`src/design/bktf_pkg.sv`:
```
// bktf_pkg: shared types, codes and fixed-point helpers for the box tracker
// no dependencies; imported by every module of the tracker
`timescale 1ns / 1ps
`default_nettype none

package bktf_pkg;

    // request codes carried on req_type
    typedef enum logic [1:0] {
        REQ_INIT    = 2'd0,
        REQ_PREDICT = 2'd1,
        REQ_UPDATE  = 2'd2,
        REQ_NONE    = 2'd3
    } t_req;

    // datapath operations issued by the controller
    typedef enum logic [3:0] {
        OP_IDLE,
        OP_RATIO_GO,
        OP_RATIO_SAVE,
        OP_INIT,
        OP_PREDICT,
        OP_GAIN_GO,
        OP_MUL,
        OP_SCALE,
        OP_WRITE,
        OP_HIT,
        OP_RESULT
    } t_op;

    // product terms of one correction step, plus the box width
    typedef enum logic [2:0] {
        TERM_KP_Y  = 3'd0,
        TERM_KV_Y  = 3'd1,
        TERM_KP_PP = 3'd2,
        TERM_KP_PV = 3'd3,
        TERM_KV_PV = 3'd4,
        TERM_WIDTH = 3'd5
    } t_term;

    localparam int TERM_COUNT = 6;
    localparam int AXES       = 4;
    localparam int FRAC_BITS  = 16;
    localparam int DIV_STEPS  = 48;

    typedef struct packed {
        t_op        op;
        logic [1:0] axis;
        t_term      sel;
    } t_dp_cmd;

    typedef struct packed {
        logic div_done;
        logic out_free;
    } t_dp_status;

    function automatic logic signed [31:0] sat32(input logic signed [63:0] v);
        logic signed [31:0] r;
        if (v > 64'sh0000_0000_7FFF_FFFF) begin
            r = 32'sh7FFF_FFFF;
        end else if (v < -64'sh0000_0000_8000_0000) begin
            r = 32'sh8000_0000;
        end else begin
            r = v[31:0];
        end
        return r;
    endfunction

    function automatic logic signed [15:0] sat16(input logic signed [63:0] v);
        logic signed [15:0] r;
        if (v > 64'sd32767) begin
            r = 16'sh7FFF;
        end else if (v < -64'sd32768) begin
            r = 16'sh8000;
        end else begin
            r = v[15:0];
        end
        return r;
    endfunction

    // arithmetic shift right rounding toward zero
    function automatic logic signed [63:0] shr_trunc(input logic signed [63:0] v,
                                                     input int sh);
        logic signed [64:0] a;
        logic signed [64:0] bias;
        bias = (65'sd1 <<< sh) - 65'sd1;
        a = {v[63], v} + (v[63] ? bias : 65'sd0);
        a = a >>> sh;
        return a[63:0];
    endfunction

    // q16.16 product rescale: (a*b)/65536 toward zero, saturated
    function automatic logic signed [31:0] qscale(input logic signed [63:0] p);
        return sat32(shr_trunc(p, FRAC_BITS));
    endfunction

endpackage

`default_nettype wire

```
`src/design/bktf_ctrl.sv`:
```
// bktf_ctrl: sequencer that walks one request through the datapath
// depends on bktf_pkg; commands bktf_datapath
`timescale 1ns / 1ps
`default_nettype none

module bktf_ctrl (
    input  wire logic                 i_clk,
    input  wire logic                 i_rst_n,
    input  wire logic                 i_accept,
    input  wire logic [1:0]           i_req_type,
    input  wire bktf_pkg::t_dp_status i_status,
    output bktf_pkg::t_dp_cmd         o_cmd,
    output logic                      o_ready
);
    import bktf_pkg::*;

    typedef enum logic [3:0] {
        S_IDLE, S_RATIO_GO, S_RATIO_WAIT, S_RATIO_SAVE, S_INIT, S_PREDICT,
        S_GAIN_GO, S_GAIN_WAIT, S_MUL, S_SCALE, S_WRITE, S_HIT,
        S_WMUL, S_WSCALE, S_RESULT
    } t_state;

    t_state     r_state;
    t_req       r_req;
    logic [1:0] r_axis;
    t_term      r_sel;

    always_ff @(posedge i_clk) begin
        if (!i_rst_n) begin
            r_state <= S_IDLE;
            r_req   <= REQ_NONE;
            r_axis  <= '0;
            r_sel   <= TERM_KP_Y;
        end else begin
            case (r_state)
                S_IDLE: begin
                    if (i_accept) begin
                        r_req <= t_req'(i_req_type);
                        case (t_req'(i_req_type))
                            REQ_INIT, REQ_UPDATE: r_state <= S_RATIO_GO;
                            REQ_PREDICT:          r_state <= S_PREDICT;
                            default:              r_state <= S_WMUL;
                        endcase
                    end
                end
                S_RATIO_GO: r_state <= S_RATIO_WAIT;
                S_RATIO_WAIT: begin
                    if (i_status.div_done) begin
                        r_state <= S_RATIO_SAVE;
                    end
                end
                S_RATIO_SAVE: begin
                    r_axis  <= '0;
                    r_state <= (r_req == REQ_INIT) ? S_INIT : S_GAIN_GO;
                end
                S_INIT:    r_state <= S_WMUL;
                S_PREDICT: r_state <= S_WMUL;
                S_GAIN_GO: r_state <= S_GAIN_WAIT;
                S_GAIN_WAIT: begin
                    if (i_status.div_done) begin
                        r_sel   <= TERM_KP_Y;
                        r_state <= S_MUL;
                    end
                end
                S_MUL: r_state <= S_SCALE;
                S_SCALE: begin
                    if (r_sel == TERM_KV_PV) begin
                        r_state <= S_WRITE;
                    end else begin
                        r_sel   <= t_term'(r_sel + 3'd1);
                        r_state <= S_MUL;
                    end
                end
                S_WRITE: begin
                    if (r_axis == 2'(AXES - 1)) begin
                        r_state <= S_HIT;
                    end else begin
                        r_axis  <= r_axis + 2'd1;
                        r_state <= S_GAIN_GO;
                    end
                end
                S_HIT:    r_state <= S_WMUL;
                S_WMUL:   r_state <= S_WSCALE;
                S_WSCALE: r_state <= S_RESULT;
                S_RESULT: begin
                    if (i_status.out_free) begin
                        r_state <= S_IDLE;
                    end
                end
                default: r_state <= S_IDLE;
            endcase
        end
    end

    always_comb begin
        o_cmd.axis = r_axis;
        o_cmd.sel  = r_sel;
        case (r_state)
            S_RATIO_GO:   o_cmd.op = OP_RATIO_GO;
            S_RATIO_SAVE: o_cmd.op = OP_RATIO_SAVE;
            S_INIT:       o_cmd.op = OP_INIT;
            S_PREDICT:    o_cmd.op = OP_PREDICT;
            S_GAIN_GO:    o_cmd.op = OP_GAIN_GO;
            S_MUL:        o_cmd.op = OP_MUL;
            S_SCALE:      o_cmd.op = OP_SCALE;
            S_WRITE:      o_cmd.op = OP_WRITE;
            S_HIT:        o_cmd.op = OP_HIT;
            S_WMUL: begin
                o_cmd.op  = OP_MUL;
                o_cmd.sel = TERM_WIDTH;
            end
            S_WSCALE: begin
                o_cmd.op  = OP_SCALE;
                o_cmd.sel = TERM_WIDTH;
            end
            S_RESULT:     o_cmd.op = OP_RESULT;
            default:      o_cmd.op = OP_IDLE;
        endcase
    end

    assign o_ready = (r_state == S_IDLE);

endmodule

`default_nettype wire

```
`config.mk`:
```
export PLATFORM = sky130hd
export DESIGN_NAME = bktf_ctrl
export DESIGN_NICKNAME = d
export VERILOG_FILES = /design/src/design/bktf_pkg.sv /design/src/design/bktf_ctrl.sv
export SDC_FILE = /design/constraint.sdc
export NUM_CORES = 1
export LEC_CHECK = 0
export BUFFER_PORTS_ARGS = -buffer_cell sky130_fd_sc_hd__buf_2
export CORE_ASPECT_RATIO = 0.9
export CORE_MARGIN = 8
export CORE_UTILIZATION = 40
export CTS_CLUSTER_SIZE = 14
export DETAILED_ROUTE_END_ITERATION = 12
export PLACE_DENSITY_LB_ADDON = 0.2
export SLEW_MARGIN = 20
export SYNTH_ARGS = -nofsm -noshare
export SYNTH_HDL_FRONTEND = slang
export SYNTH_SLANG_ARGS = --single-unit
```
`constraint.sdc`:
```
create_clock -name i_clk -period 1.9 [get_ports i_clk]
set_clock_uncertainty 0.05 [all_clocks]
set_input_delay 0.38 -clock i_clk [delete_from_list [all_inputs] [get_ports i_clk]]
set_output_delay 0.38 -clock i_clk [all_outputs]
set_load 0.02 [all_outputs]
```
==> results_dict.tcl <==
set metrics [dict create \
    io_pins 17 \
    worst_setup_path_start_kind "flip-flop" \
    dp_worst_setup_slack_ps 237 \
    dpl.hpwl_mm 1.67 \
    synth_seq_cells 11 \
    yosysUniqueCellTypes 38 \
    syn_area_um2 857 \
    drt-initial-drc-count 24 \
    gr-total-overflow 0 \
    cts_made_buffers 3 \
    cts_setup_buffers 0 \
    final_cell_mix "16 x buf_2, 12 x buf_4, 11 x nand2_1" \
    yosysSeqAreaShare_pct 25.7 \
    crit_fanout 14 \
    die_w_um 64.8 \
    grt_use_total_pct 11.4 \
    syn_avg_cell_area_um2 7.52 \
    status "completed" \
    synth_flop_cell "dfxtp_1" \
    core-area_um2 2100 \
    grt_pass1_wl_mm 3.46 \
    grt_pass1_vias 806 \
    fin_ws_ps 85.0 \
    vias 871 \
    finalCritPeriodShare_pct 95.5 \
    final_common_cell "buf_2" \
    synth_edf_count 0 \
    grt_max_degree 16 \
    layout-drive-gt1-share_pct 29.7 \
    synthArstFlopShare_pct 0 \
    cts_tree "done" \
    clkTransAtPathRegs_ps 70 \
    relSlewSlack_pct 80.4 \
    h-tree-depth 1 \
    leakage_nw 0.480 \
    die_y_um 59.9 \
    clock-sinks 11 \
    root_buffer "clkbuf_4" \
    routed_wl_mm 2.12 \
    yosys.area.top_type "dfxtp_1" \
    cp-end-kind "output pin" \
    cts_buffer_depth 2 \
    grt_setup_unrepaired "no" \
    final_util_pct 50.5 \
    worst_hold_path_type "primary input to flip-flop" \
    io_buffers 16 \
    synth_area_leaders "dfxtp_1 26%, nor2b_1 6.6%, nand2_1 4.8%" \
    fin_crit_ps 1810 \
    fmax_ghz 0.551 \
    powerDensity_nw_per_um2 1400 \
    areaGrowthSynthToFinish_pct 23.9 \
    insertedDiodeCount 0 \
    reg2reg_slack_ps 320 \
    netlist_instances 114 \
    final-setup-viol-count 0 \
    ys_warn_count 0 \
    fin_nets 149 \
    dieArea_um2 3880 \
    insertion_delay_ps 270 \
    drc 0 \
    crit_type "flip-flop to output pin" \
    viasPerCell 5.28 \
    wl_per_cell_um 12.8 \
    initial_core_util_pct 40.8 \
    final_hold_viol_count 0 \
    tightest_slew_ps 290 \
    setup_tns_ps 0 \
    peakVddDrop_uv 1020 \
    whs_ps 336 \
    maxCapViolations 0 \
    worstPathArrival_ps 1380 \
    syn_nets 124 \
    drt-pass1-iter-count 4 \
    worst_ep_required_time_ps 1470 \
    synth_top_area_share_pct 25.7 \
    num_rows 16 \
    antenna_found_initial 0 \
    place_congestion 0.820 \
    final-max-slew-violation-count 0 \
    drtAntennaViolNets 0 \
    fillers 224 \
]
logic make-up after synthesis:
family,after synthesis,synth area share (%)
simple gates,51,33.1
flops,11,25.7
fa+ha+maj,3,4.38
compound gates,30,24.8
buf+inv,15,7.30
mux,4,4.67
Yosys cell counts (all sizes together), types with 2 or more instances:
master / n
o32ai: 2
o2bb2ai: 2
a41oi: 2
inv: 7
a21boi: 2
buf: 6
nand3: 6
ha: 3
clkbuf: 2
nor2: 8
a21o: 2
dfxtp: 11
nor4: 3
a21oi: 6
nor3: 3
a31oi: 2
o22ai: 2
o21ai: 8
nand2b: 3
nand2: 12
nor2b: 9
mux2i: 4
routing by layer:
layer	track usage, %	vias up	wire length, um
met2	16.9	21	897
li1	-	454	-
met4	3.73	0	17
met5	0	-	0
met1	15.0	393	1100
met3	3.93	3	108
layout make-up:
cell class | instances | area, um^2 | share of cell area, %
well taps | 27 | 33.8 | 3.18
inverters | 7 | 26.3 | 2.47
flip-flops and latches | 11 | 226 | 21.3
clock buffers | 4 | 26.3 | 2.47
multi-input cells | 88 | 579 | 54.5
repair buffers | 28 | 170 | 16.0
worst paths after layout:
path / from / end / cells after the start
max: r_state[2]$_SDFFE_PN0P_ / o_ready / 3
min: i_rst_n / r_req[1]$_SDFFE_PN1P_ / 2
max reg2reg: r_state[1]$_SDFFE_PN0P_ / r_state[0]$_SDFFE_PN0P_ / 6
min reg2reg: r_req[1]$_SDFFE_PN1P_ / r_req[1]$_SDFFE_PN1P_ / 2
worst max-delay path, stage by stage (launching register included):
cell and delay (ps):
dfxtp_4 400, buf_4 170, nor4_2 320, buf_2 220
per-stage QoR:
step                instances  area, um^2  total power, mW
global placement          161        1020             1.30
finish                    165        1060             1.48
global route              165        1060             1.61
detailed placement        161        1020             1.30
floorplan                 114         857            0.988
CTS                       165        1060             1.49
power breakdown:
group | switching, mW | total (mW) | internal, mW
clock | 0.0802 | 0.162 | 0.0814
combinational | 0.494 | 0.924 | 0.430
sequential | 0.103 | 0.398 | 0.294
total | 0.677 | 1.48 | 0.806
sequential cells by signal (all words and copies together), names as in the netlist:
| signal | cells |
|---|---|
| r_state | 4 |
| r_sel | 3 |
| r_axis | 2 |
| r_req | 2 |
timing repair:
action | 4_1_cts | 5_1_grt
setup endpoints to repair | 5 | 5
hold buffers | 0 | 0
gates cloned | 0 | 0
resized for setup | 3 | 3
Note: power is estimated with default switching activity, not from simulation.
